===== src/hdl/kpnk_pkg.sv =====
`default_nettype none

package kpnk_pkg;

  // Pool geometry.
  localparam int unsigned POOL_DEPTH = 1024;
  localparam int unsigned IDX_W      = $clog2(POOL_DEPTH);
  localparam int unsigned CNT_W      = $clog2(POOL_DEPTH + 1);

  typedef enum logic [1:0] {
    CMD_ADD    = 2'd0,
    CMD_REMOVE = 2'd1,
    CMD_FIND   = 2'd2
  } cmd_e;

  typedef enum logic [1:0] {
    ST_DONE      = 2'd0,
    ST_DUP       = 2'd1,
    ST_FULL      = 2'd2,
    ST_NOT_FOUND = 2'd3
  } status_e;

  typedef struct packed {
    cmd_e               command;
    logic signed [31:0] entry_id;
    logic signed [15:0] group_number;
    logic signed [31:0] score;
  } in_item_t;

  typedef struct packed {
    status_e            status;
    logic               found;
    logic signed [31:0] found_id;
    logic signed [15:0] found_group;
    logic signed [31:0] found_score;
  } res_item_t;

  // Commands from the controller to the datapath.
  typedef struct packed {
    logic             capture;
    logic             scan_init;
    logic             rd_en;
    logic             clr_we;
    logic             commit;
    logic [IDX_W-1:0] addr;
  } ctrl_cmd_t;

endpackage

`default_nettype wire


===== src/hdl/kpnk_ctrl.sv =====
`default_nettype none

module kpnk_ctrl
  import kpnk_pkg::*;
(
  input  wire logic      clk_i,
  input  wire logic      rst_ni,
  input  wire logic      start,
  output logic           busy,
  output ctrl_cmd_t      cmd_o
);

  typedef enum logic [2:0] {
    S_CLEAR,
    S_IDLE,
    S_SCAN,
    S_DRAIN,
    S_COMMIT
  } state_e;

  localparam logic [IDX_W-1:0] LastAddr = IDX_W'(POOL_DEPTH - 1);

  state_e           state_q;
  logic [IDX_W-1:0] addr_q;

  always_ff @(posedge clk_i or negedge rst_ni) begin
    if (!rst_ni) begin
      state_q <= S_CLEAR;
      addr_q  <= '0;
    end else begin
      case (state_q)
        S_CLEAR: begin
          if (addr_q == LastAddr) begin
            state_q <= S_IDLE;
            addr_q  <= '0;
          end else begin
            addr_q <= addr_q + IDX_W'(1);
          end
        end
        S_IDLE: begin
          if (start) begin
            state_q <= S_SCAN;
            addr_q  <= '0;
          end
        end
        S_SCAN: begin
          if (addr_q == LastAddr) begin
            state_q <= S_DRAIN;
            addr_q  <= '0;
          end else begin
            addr_q <= addr_q + IDX_W'(1);
          end
        end
        S_DRAIN:  state_q <= S_COMMIT;
        S_COMMIT: state_q <= S_IDLE;
        default:  state_q <= S_IDLE;
      endcase
    end
  end

  assign busy = (state_q != S_IDLE);

  always_comb begin
    cmd_o           = '0;
    cmd_o.addr      = addr_q;
    cmd_o.capture   = (state_q == S_IDLE) && start;
    cmd_o.scan_init = (state_q == S_IDLE) && start;
    cmd_o.rd_en     = (state_q == S_SCAN);
    cmd_o.clr_we    = (state_q == S_CLEAR);
    cmd_o.commit    = (state_q == S_COMMIT);
  end

endmodule

`default_nettype wire


===== config.mk =====
export PLATFORM = sky130hd
export DESIGN_NAME = kpnk_ctrl
export DESIGN_NICKNAME = d
export VERILOG_FILES = /design/src/hdl/kpnk_pkg.sv /design/src/hdl/kpnk_ctrl.sv
export SDC_FILE = /design/constraint.sdc
export NUM_CORES = 1
export LEC_CHECK = 0
export BUFFER_PORTS_ARGS = -buffer_cell sky130_fd_sc_hd__clkbuf_2
export CORE_MARGIN = 2
export CORE_UTILIZATION = 45
export CTS_BUF_LIST = sky130_fd_sc_hd__clkbuf_4 sky130_fd_sc_hd__clkbuf_8 sky130_fd_sc_hd__clkbuf_16
export DETAILED_ROUTE_END_ITERATION = 16
export GPL_ROUTABILITY_DRIVEN = 0
export GPL_TIMING_DRIVEN = 0
export HOLD_SLACK_MARGIN = 0.05
export PLACE_DENSITY = 0.7
export SLEW_MARGIN = 20
export SYNTH_ARGS = -nofsm -noshare
export SYNTH_HDL_FRONTEND = slang
export SYNTH_SLANG_ARGS = --single-unit

===== constraint.sdc =====
create_clock -name clk_i -period 1.9 [get_ports clk_i]
set_clock_uncertainty 0.1 [all_clocks]
set_input_delay 0.57 -clock clk_i [delete_from_list [all_inputs] [get_ports clk_i]]
set_output_delay 0.57 -clock clk_i [all_outputs]
set_load 0.01 [all_outputs]

==> results of run 1 <==
[how the worst min path moves through the flow]
stage / start / to / slack, ps / cells past startpoint
after CTS: rst_ni / addr_q[9] / 80 / 1
after detailed placement: rst_ni / state_q[2] / 390 / 1
after global placement: rst_ni / state_q[2] / 380 / 1
final: rst_ni / addr_q[8] / 70 / 1
after global routing: rst_ni / state_q[2] / 90 / 1
after floorplan: rst_ni / addr_q[0] / 170 / 0
[where the power goes]
group          total [mW]  internal, mW  switching (mW)
sequential          0.450         0.350          0.0998
combinational       0.749         0.383           0.367
clock               0.176        0.0781          0.0981
[cells by family (layout without fill, tap and decap cells)]
family	after synthesis	after routing	share of synthesized area [%]
flip-flops	13	13	45.1
adder cells (fa/ha/maj)	1	1	1.74
AND/OR/NAND/NOR	36	36	29.3
AO/OA/AOI/OAI	17	17	16.7
multiplexers	2	2	2.95
buffers and inverters	4	33	4.17
[worst max-delay path, cell delays in order, from the launching register on]
cell and delay (ps):
dfrtp_2 460, buf_4 160, and4bb_4 220, buf_6 110
buf_6 110
[routing by layer]
metal  global-route usage (%)  vias to the layer above
li1                         -                      327
met1                     26.2                      314
met2                     27.1                       14
met3                     3.67                        4
met4                     7.27                        0
met5                        0                        -
[flip-flops by register name (all words and copies together), names as in the netlist]
name	flops
addr_q	10
state_q	3
[layout by cell type (no fill, tap or decap), types with 2 or more instances in the layout]
cell type,count
nand2_1,6
buf_6,6
dfrtp_2,2
nand3_1,7
nor2_4,3
o21ai_1,7
a21oi_1,4
or2_1,2
buf_4,8
clkbuf_2,14
nor2_1,5
clkbuf_4,3
nor3b_1,2
dfrtp_1,11
and4_1,2
[metrics by stage]
stage               setup TNS, ps  utilization, %  power, mW  std cells  worst slack, ps
floorplan                       0               -      0.827         73              246
global placement                0            55.1      0.995        107             83.6
detailed placement              0            55.1       1.01        107             79.9
CTS                          -158            61.0       1.27        116            -79.3
global route                 -435            63.9       1.46        118             -112
finish                       -208            63.9       1.38        118            -95.7
[cell type report]
type,count,area share (%)
Buffer,2,1.95
Clock buffer,3,2.34
Clock inverter,1,0.520
Inverter,1,0.390
Multi-Input combinational cell,56,40.1
Sequential cell,13,34.1
Tap cell,16,2.08
Timing Repair Buffer,26,18.6
[repair_timing]
item / 4_1_cts / 5_1_grt
resized for setup: 7 / 10
endpoints found under the setup margin: 5 / 8
setup buffers: 5 / 3
pin swaps: 3 / 3
==> summary.txt, run 1 <==
GRT
  • Total track usage: 18.3%
  • First-pass GRT wire length: 2.61 mm
  • Largest net degree at the start of global routing: 14
  • Total grt overflow: 0
  • Initial antenna violation count: 0
  • Vias in the first global route: 565

Synth
  • Area share of the largest cell type after synthesis: 45.1%
  • Mapped Cells: 73
  • Ys async rst share: 100%
  • Most common cell in the netlist: dfrtp_1
  • Register bit total from synthesis: 13
  • Sequential area share after synthesis: 45.1%
  • Post-synth EDFFs: 0
  • Post-synthesis cell type count: 30
  • Largest area contributor in the netlist: dfrtp_1
  • Synthesized area per cell: 9.87 sq um
  • Yosys warns: 0
  • Main area contributors after synthesis: dfrtp_1 (45%), nand3_1 (4.9%), o21ai_1 (4.9%)
  • Mapped Area: 721 sq um
  • Post-synth top cells: dfrtp_1 (13), nand3_1 (7), nor2_1 (7), o21ai_1 (7), nand2_1 (6)
  • Syn_nets: 77
  • Most used DFF post-synth: dfrtp_1

Clock tree
  • CTS H-tree lvls: 1
  • Clock transition at path regs: 90 ps
  • Worst-skew pair later-pin latency: 280 ps
  • Root Buffer: clkbuf_4
  • Longest Clk Path Bufs: 2
  • Clock tree sinks: 13
  • TritonCTS buffer count: 3
  • Hold_buf cts: 0
  • CTS tree: built

Layout
  • Footprint of the multi-input gates: 385 sq um
  • Diodes inserted: 0
  • Fillers: 118
  • Reg area: 328 sq um
  • Fin nets: 107
  • Design area: 962 sq um
  • Syn-to-layout area delta: 33.5%
  • Share of cells above drive strength 1: 42.2%

Drt
  • Met2 WL post-DR: 848 um
  • DR vias: 659
  • Drt drc: 0
  • Metal3 WL: 53 um
  • Vias/cell: 5.58
  • Final WL: 1.75 mm
  • First DRT Iteration DRCs: 8
  • Met1 wire length: 829 um
  • DR top layer: met4
  • Drt pass-1 iters: 4
  • Drt wl/cell: 14.8 um
  • Routed Antenna Nets: 0

STA
  • Fmax: 501 MHz
  • Final worst slack: -95.7 ps
  • Slew HR: 78.2%
  • Tmin final: 2000 ps
  • RSZ-0062 raised after global routing: true
  • Final setup viols: 5
  • Final hold vios: 0
  • WHS: 68.5 ps
  • Slew Limit Fails: 0
  • Final period utilization: 105%
  • Slew @ Worst Pin: 328 ps

Floorplan
  • Die ar.: 1940 sq um
  • Initial Util: 47.8%
  • Die width: 44.0 um
  • DIE HEIGHT: 44.0 um
  • Core ar.: 1510 sq um
  • # rows: 14
  • Num ports: 19

Setup path
  • R2R Setup Slk: 110 ps
  • Reg2Reg Depth: 6
  • CP Capture Type: output pin
  • RR Startpoint: addr_q[0]
  • Arrival @ worst endpoint: 1330 ps
  • RR Endpoint: addr_q[7]
  • CP Launch Type: flip-flop
  • Required time worst endpoint: 1230 ps
  • Critical path type: flip-flop to output pin
  • CP startpoint: state_q[0]
  • CP max FO: 5
  • Worst Setup EP: cmd_o[14]

Min path
  • HP Class: input pin to async pin

Run status
  • Outcome: finished, violations left
  • Violated checks: negative setup slack

Run
  • Max-cap violation count: 0

Power
  • Power per cell area: 1430 nW/um^2
  • Peak supply drop: 1020 uV
  • LEAKAGE: 0.452 nW

Placement
  • PortBufs: 18
  • Placed cell areas: 831 sq um
  • Dpl hpwl: 1.06 mm
(Power assumes the default switching activity.)
==> inputs of run 2 (changes only) <==
--- a/config.mk
+++ b/config.mk
@@ -14,6 +14,7 @@
 export GPL_TIMING_DRIVEN = 0
 export HOLD_SLACK_MARGIN = 0.05
 export PLACE_DENSITY = 0.7
+export SETUP_SLACK_MARGIN = 0.4
 export SLEW_MARGIN = 20
 export SYNTH_ARGS = -nofsm -noshare
 export SYNTH_HDL_FRONTEND = slang
==> run 2 against run 1 <==
The flow still finishes with violations (negative setup slack). Count of clock-buffer cells in the layout is 1 higher. Utilization is 17 points higher. Sequential power hardly changed. Cell area is 26% higher. Final cell count is 14% higher. Register-to-register slack worse by 40 ps. Critical endpoint unchanged.
==> summary.txt, run 2 (same netlist as run 1, synthesis figures left out) <==
Run status
  • Outcome: finished, violations left
  • Violated checks: negative setup slack

Placement
  • Cells after DPL: 107 (unchanged)
  • Dpl hpwl: 1.08 mm (+1.8%)
  • PortBufs: 18 (unchanged)

Drt
  • Drt wl/cell: 16.0 um (+7.9%)
  • DR top layer: met4
  • DR vias: 778 (+18%)
  • Metal3 WL: 118 um (+120%)
  • First DRT Iteration DRCs: 28 (+20)
  • Drt drc: 0 (unchanged)
  • Met2 WL post-DR: 1.17 mm (+38%)
  • Drt pass-1 iters: 4 (unchanged)
  • Final WL: 2.16 mm (+23%)
  • Vias/cell: 5.76 (+3.2%)
  • Routed Antenna Nets: 0 (unchanged)
  • Met1 wire length: 857 um (+3.4%)

Layout
  • Post-Layout Cell Count: 135 (+14%)
  • Commonest non-fill, non-tap cells in the layout: buf_6 (18), buf_4 (18), dfrtp_2 (9)
  • Share of cells above drive strength 1: 63.0% (+21 points)
  • Diodes inserted: 0 (unchanged)
  • Util after Layout: 80.6% (+17 points)
  • Biggest regs: addr_q (10), state_q (3)
  • Max reg flops: 10 (unchanged)
  • Largest reg by FF count: addr_q
  • Fin nets: 124 (+16%)
  • Syn-to-layout area delta: 68.6%

Power
  • LEAKAGE: 0.556 nW (+23%)
  • Peak supply drop: 1010 uV (-1.2%)
  • Total power: 1.77 mW (+28%)
  • Power per cell area: 1450 nW/um^2 (+1.7%)

Setup path
  • Worst Setup EP: cmd_o[14]
  • CP Launch Type: flip-flop
  • RR Endpoint: addr_q[5]
  • Arrival @ worst endpoint: 1280 ps (-50 ps)
  • Critical path type: flip-flop to output pin
  • CP Capture Type: output pin
  • CP bufs+invs: 2 (-1)
  • Crit path depth: 3 (-1)
  • Top delay family on crit path: flip-flops
  • CP startpoint: state_q[2]
  • CP max FO: 6 (+1)
  • Required time worst endpoint: 1230 ps (about the same)
  • Critical-path cell list: and4bb_4, buf_6, buf_6
  • Crit path largest cell delay: 460 ps (about the same)
  • Most used cell, CP: buf_6
  • Reg2Reg Depth: 7 (+1)
  • Slowest cell on crit path: dfrtp_2
  • RR Startpoint: state_q[2]
  • R2R Setup Slk: 70 ps (-40 ps)

Clock tree
  • CTS tree: built
  • Hold_buf cts: 0 (unchanged)
  • Clock transition at path regs: 80 ps (about the same)
  • CTS H-tree lvls: 1 (unchanged)
  • Root Buffer: clkbuf_4
  • Worst-skew pair later-pin latency: 280 ps (about the same)
  • Longest Clk Path Bufs: 2 (unchanged)
  • TritonCTS buffer count: 3 (unchanged)
  • Clock tree sinks: 13 (unchanged)

GRT
  • Total grt overflow: 0 (unchanged)
  • First-pass GRT wire length: 3.28 mm (+26%)
  • Total track usage: 23.6% (+5.4 points)
  • Initial antenna violation count: 0 (unchanged)
  • Vias in the first global route: 761 (+35%)
  • Largest net degree at the start of global routing: 14 (unchanged)

STA
  • Slew @ Worst Pin: 357 ps (+29.8 ps)
  • Final setup viols: 4 (-1)
  • Final worst slack: -54.5 ps (+41.2 ps)
  • RSZ-0062 raised after global routing: true
  • Tmin final: 1950 ps (-41.2 ps)
  • Final hold vios: 0 (unchanged)
  • Final period utilization: 103% (-2.2 points)
  • Fmax: 512 MHz (+2.1%)
  • WHS: 72.5 ps (+4.01 ps)
  • Slew HR: 76.1% (-2.1 points)
  • Slew Limit Fails: 0 (unchanged)

Floorplan
  • Initial Util: 47.8% (unchanged)
  • Die ar.: 1940 sq um (unchanged)
  • Num ports: 19 (unchanged)
  • Core ar.: 1510 sq um (unchanged)
  • # rows: 14 (unchanged)
  • DIE HEIGHT: 44.0 um (unchanged)
  • Die width: 44.0 um (unchanged)

Run
  • Max-cap violation count: 0 (unchanged)

Min path
  • HP Class: input pin to async pin
==> run 2: worst min-delay path by stage <==
stage                end  slack [ps]  cells past startpoint
2_1_floorplan  addr_q[0]         170                      0
3_3_place_gp   addr_q[7]         380                      1
3_5_place_dp   addr_q[6]         390                      1
4_1_cts        addr_q[7]          80                      1
5_1_grt        addr_q[6]          80                      1
6_report       addr_q[6]          70                      1
==> run 2: per-stage QoR <==
stage	instance area, sq um	setup TNS [ps]	setup WS [ps]
3_3_place_gp	861	0	90.6
6_report	1210	-132	-54.5
4_1_cts	1100	-159	-62.9
5_1_grt	1210	-375	-107
3_5_place_dp	861	0	87.1
2_1_floorplan	751	0	271
==> run 2: area by class of cell <==
class | instances | area, sq um
clock buffers | 4 | 30.0
flip-flops and latches | 13 | 337
plain buffers | 3 | 33.8
inverters | 1 | 3.75
multi-input cells | 56 | 442
well taps | 16 | 20.0
repair buffers | 42 | 349
fillers | 88 | 292
==> run 2: repair_timing <==
item | CTS | global route
buffers inserted | 20 | 4
resized for setup | 17 | 32
pin swaps | 11 | 9
endpoints found under the setup margin | 23 | 27
==> run 2: layer usage <==
metal / up-vias / GRT usage [%]
li1: 361 / -
met1: 387 / 25.6
met2: 28 / 42.9
met3: 2 / 7.76
met4: 0 / 7.88
met5: - / 0
==> run 2: where the power goes <==
part / total, mW / switching, mW / internal (mW)
clock network: 0.190 / 0.0938 / 0.0959
registers: 0.450 / 0.0940 / 0.356
logic: 1.13 / 0.484 / 0.643
==> inputs of run 3 (changes only) <==
--- a/config.mk
+++ b/config.mk
@@ -7,13 +7,13 @@
 export LEC_CHECK = 0
 export BUFFER_PORTS_ARGS = -buffer_cell sky130_fd_sc_hd__clkbuf_2
 export CORE_MARGIN = 2
-export CORE_UTILIZATION = 45
+export CORE_UTILIZATION = 49
 export CTS_BUF_LIST = sky130_fd_sc_hd__clkbuf_4 sky130_fd_sc_hd__clkbuf_8 sky130_fd_sc_hd__clkbuf_16
 export DETAILED_ROUTE_END_ITERATION = 16
 export GPL_ROUTABILITY_DRIVEN = 0
 export GPL_TIMING_DRIVEN = 0
 export HOLD_SLACK_MARGIN = 0.05
-export PLACE_DENSITY = 0.7
+export PLACE_DENSITY = 0.75
 export SETUP_SLACK_MARGIN = 0.4
 export SLEW_MARGIN = 20
 export SYNTH_ARGS = -nofsm -noshare
==> run 3 against run 2 <==
The flow still finishes with violations (negative setup slack). Critical endpoint unchanged. Flip-flop and latch count stayed put. Combinational power increased by 7%. Setup slack lost 44 ps. Register-to-register slack about the same. Critical path depth did not move.
==> summary.txt, run 3 (same netlist as run 1, synthesis figures left out) <==
Floorplan
  • DIE HEIGHT: 42.4 um (-3.8%)
  • # rows: 13 (-1)
  • Initial Util: 54.0% (+6.2 points)
  • Die width: 42.4 um (-3.8%)
  • Num ports: 19 (unchanged)
  • Core ar.: 1330 sq um (-11%)
  • Die ar.: 1790 sq um (-7.4%)

Setup path
  • Required time worst endpoint: 1230 ps (about the same)
  • CP Capture Type: output pin
  • R2R Setup Slk: 70 ps (about the same)
  • Arrival @ worst endpoint: 1330 ps (+50 ps)
  • Critical path type: flip-flop to output pin
  • Most used cell, CP: buf_6
  • Reg2Reg Depth: 7 (unchanged)
  • Critical-path cell list: and4bb_4, buf_6, buf_6
  • Crit path largest cell delay: 460 ps (about the same)
  • CP Launch Type: flip-flop
  • RR Endpoint: addr_q[0]
  • RR Startpoint: state_q[2]
  • CP max FO: 6 (unchanged)
  • Slowest cell on crit path: dfrtp_2

GRT
  • GRT busiest layer: met2
  • Grt met1 use: 29.5% (+4.0 points)
  • Initial antenna violation count: 0 (unchanged)
  • Grt met3 use: 4.31% (-3.4 points)
  • Largest net degree at the start of global routing: 14 (unchanged)
  • Total track usage: 22.1% (-1.5 points)
  • Vias in the first global route: 705 (-7.4%)
  • Total grt overflow: 0 (unchanged)
  • First-pass GRT wire length: 3.02 mm (-8.0%)
  • M2 GR Usage: 34.2% (-8.8 points)

STA
  • Tmin final: 2000 ps (+44.4 ps)
  • Fmax: 500 MHz (-2.2%)
  • Final setup viols: 4 (unchanged)
  • RSZ-0062 raised after global routing: true
  • Final period utilization: 105% (+2.3 points)
  • Final worst slack: -98.9 ps (-44.4 ps)
  • Slew @ Worst Pin: 382 ps (+24.9 ps)
  • Slew Limit Fails: 0 (unchanged)
  • Slew HR: 74.5% (-1.6 points)
  • WHS: 69.9 ps (-2.61 ps)
  • Final hold vios: 0 (unchanged)

Drt
  • Drt drc: 0 (unchanged)
  • Routed Antenna Nets: 0 (unchanged)
  • DR vias: 792 (+1.8%)
  • Drt wl/cell: 16.9 um (+5.8%)
  • Vias/cell: 5.91 (+2.6%)
  • Drt pass-1 iters: 4 (unchanged)
  • First DRT Iteration DRCs: 35 (+25%)
  • Final WL: 2.27 mm (+5.0%)

Layout
  • Post-Layout Cell Count: 134 (-0.74%)
  • Biggest regs: addr_q (10), state_q (3)
  • Commonest non-fill, non-tap cell in the layout: buf_6
  • Largest reg by FF count: addr_q
  • Fin nets: 124 (unchanged)
  • Share of cells above drive strength 1: 63.9% (+0.84 points)
  • Diodes inserted: 0 (unchanged)
  • Max reg flops: 10 (unchanged)
  • Commonest non-fill, non-tap cells in the layout: buf_6 (20), buf_4 (14), o21ai_1 (8)
  • Syn-to-layout area delta: 70.7%

Clock tree
  • Worst-skew pair later-pin latency: 280 ps (about the same)
  • CTS H-tree lvls: 1 (unchanged)
  • Root Buffer: clkbuf_4
  • Clock tree sinks: 13 (unchanged)
  • TritonCTS buffer count: 3 (unchanged)
  • Hold_buf cts: 0 (unchanged)
  • Longest Clk Path Bufs: 2 (unchanged)
  • CTS tree: built
  • Clock transition at path regs: 90 ps (about the same)

Placement
  • Dpl hpwl: 1.02 mm (-5.6%)
  • Cells after DPL: 106 (-0.93%)
  • PortBufs: 18 (unchanged)

Power
  • LEAKAGE: 0.567 nW (+1.9%)
  • Power per cell area: 1510 nW/um^2 (+3.9%)
  • Peak supply drop: 1100 uV (+8.6%)

Run status
  • Outcome: finished, violations left
  • Violated checks: negative setup slack

Run
  • Max-cap violation count: 0 (unchanged)

Min path
  • HP Class: input pin to async pin
## run 3: cell types whose count changed in the layout (fill, tap and decap cells not counted), moves of 2 or more
cell     before  now
buf_4        18   14
buf_6        18   20
dfrtp_1       4    6
dfrtp_2       9    7
## run 3: layout make-up
type | instances | area, sq um
Sequential cell | 13 | 334
Buffer | 3 | 33.8
Timing Repair Buffer | 42 | 352
Tap cell | 15 | 18.8
Fill cell | 48 | 104
Inverter | 1 | 3.75
Multi-Input combinational cell | 56 | 458
Clock buffer | 4 | 30.0
## run 3: worst max-delay path: cells and delay by family, from the launching register on
| family | cells | cell delay, ps |
|---|---|---|
| DFF | 1 | 460 |
| buffers and inverters | 2 | 190 |
| and+or+nand+nor | 1 | 400 |
## run 3: what timing repair did
action,in CTS,in global routing
endpoints found under the setup margin,23,25
cloned,0,0
setup buffers,18,6
resized for setup,16,36
pin swaps,13,7
## run 3: routing by layer
metal | vias up | wire (um)
met1 | 381 | 904
met2 | 45 | 1150
met5 | - | 0
li1 | 358 | -
met3 | 8 | 154
met4 | 0 | 59
## run 3: how the worst max path moves through the flow
stage | startpoint | end | cells after the start
floorplan | start | cmd_o[14] | 2
global placement | start | cmd_o[14] | 4
detailed placement | start | cmd_o[14] | 4
CTS | state_q[1] | cmd_o[14] | 3
global route | state_q[1] | cmd_o[14] | 3
finish | state_q[1] | cmd_o[14] | 3
## run 3: report_power, final
part	total, mW	leakage [nW]	internal, mW	switching [mW]
Sequential	0.451	0.163	0.356	0.0949
Clock	0.194	0.0184	0.0957	0.0987
Combinational	1.21	0.386	0.702	0.511
## run 3: metrics by stage
| stage | util (%) | area [sq um] | setup slack, ps | total power, mW | TNS, ps |
|---|---|---|---|---|---|
| after detailed placement | 64.4 | 860 | 88.2 | 1.05 | 0 |
| final | 92.2 | 1230 | -98.9 | 1.86 | -296 |
| after floorplan | - | 751 | 271 | 0.879 | 0 |
| after global placement | 64.4 | 860 | 88.1 | 1.05 | 0 |
| after CTS | 81.2 | 1080 | -57.0 | 1.51 | -148 |
| after global routing | 92.2 | 1230 | -125 | 1.96 | -483 |
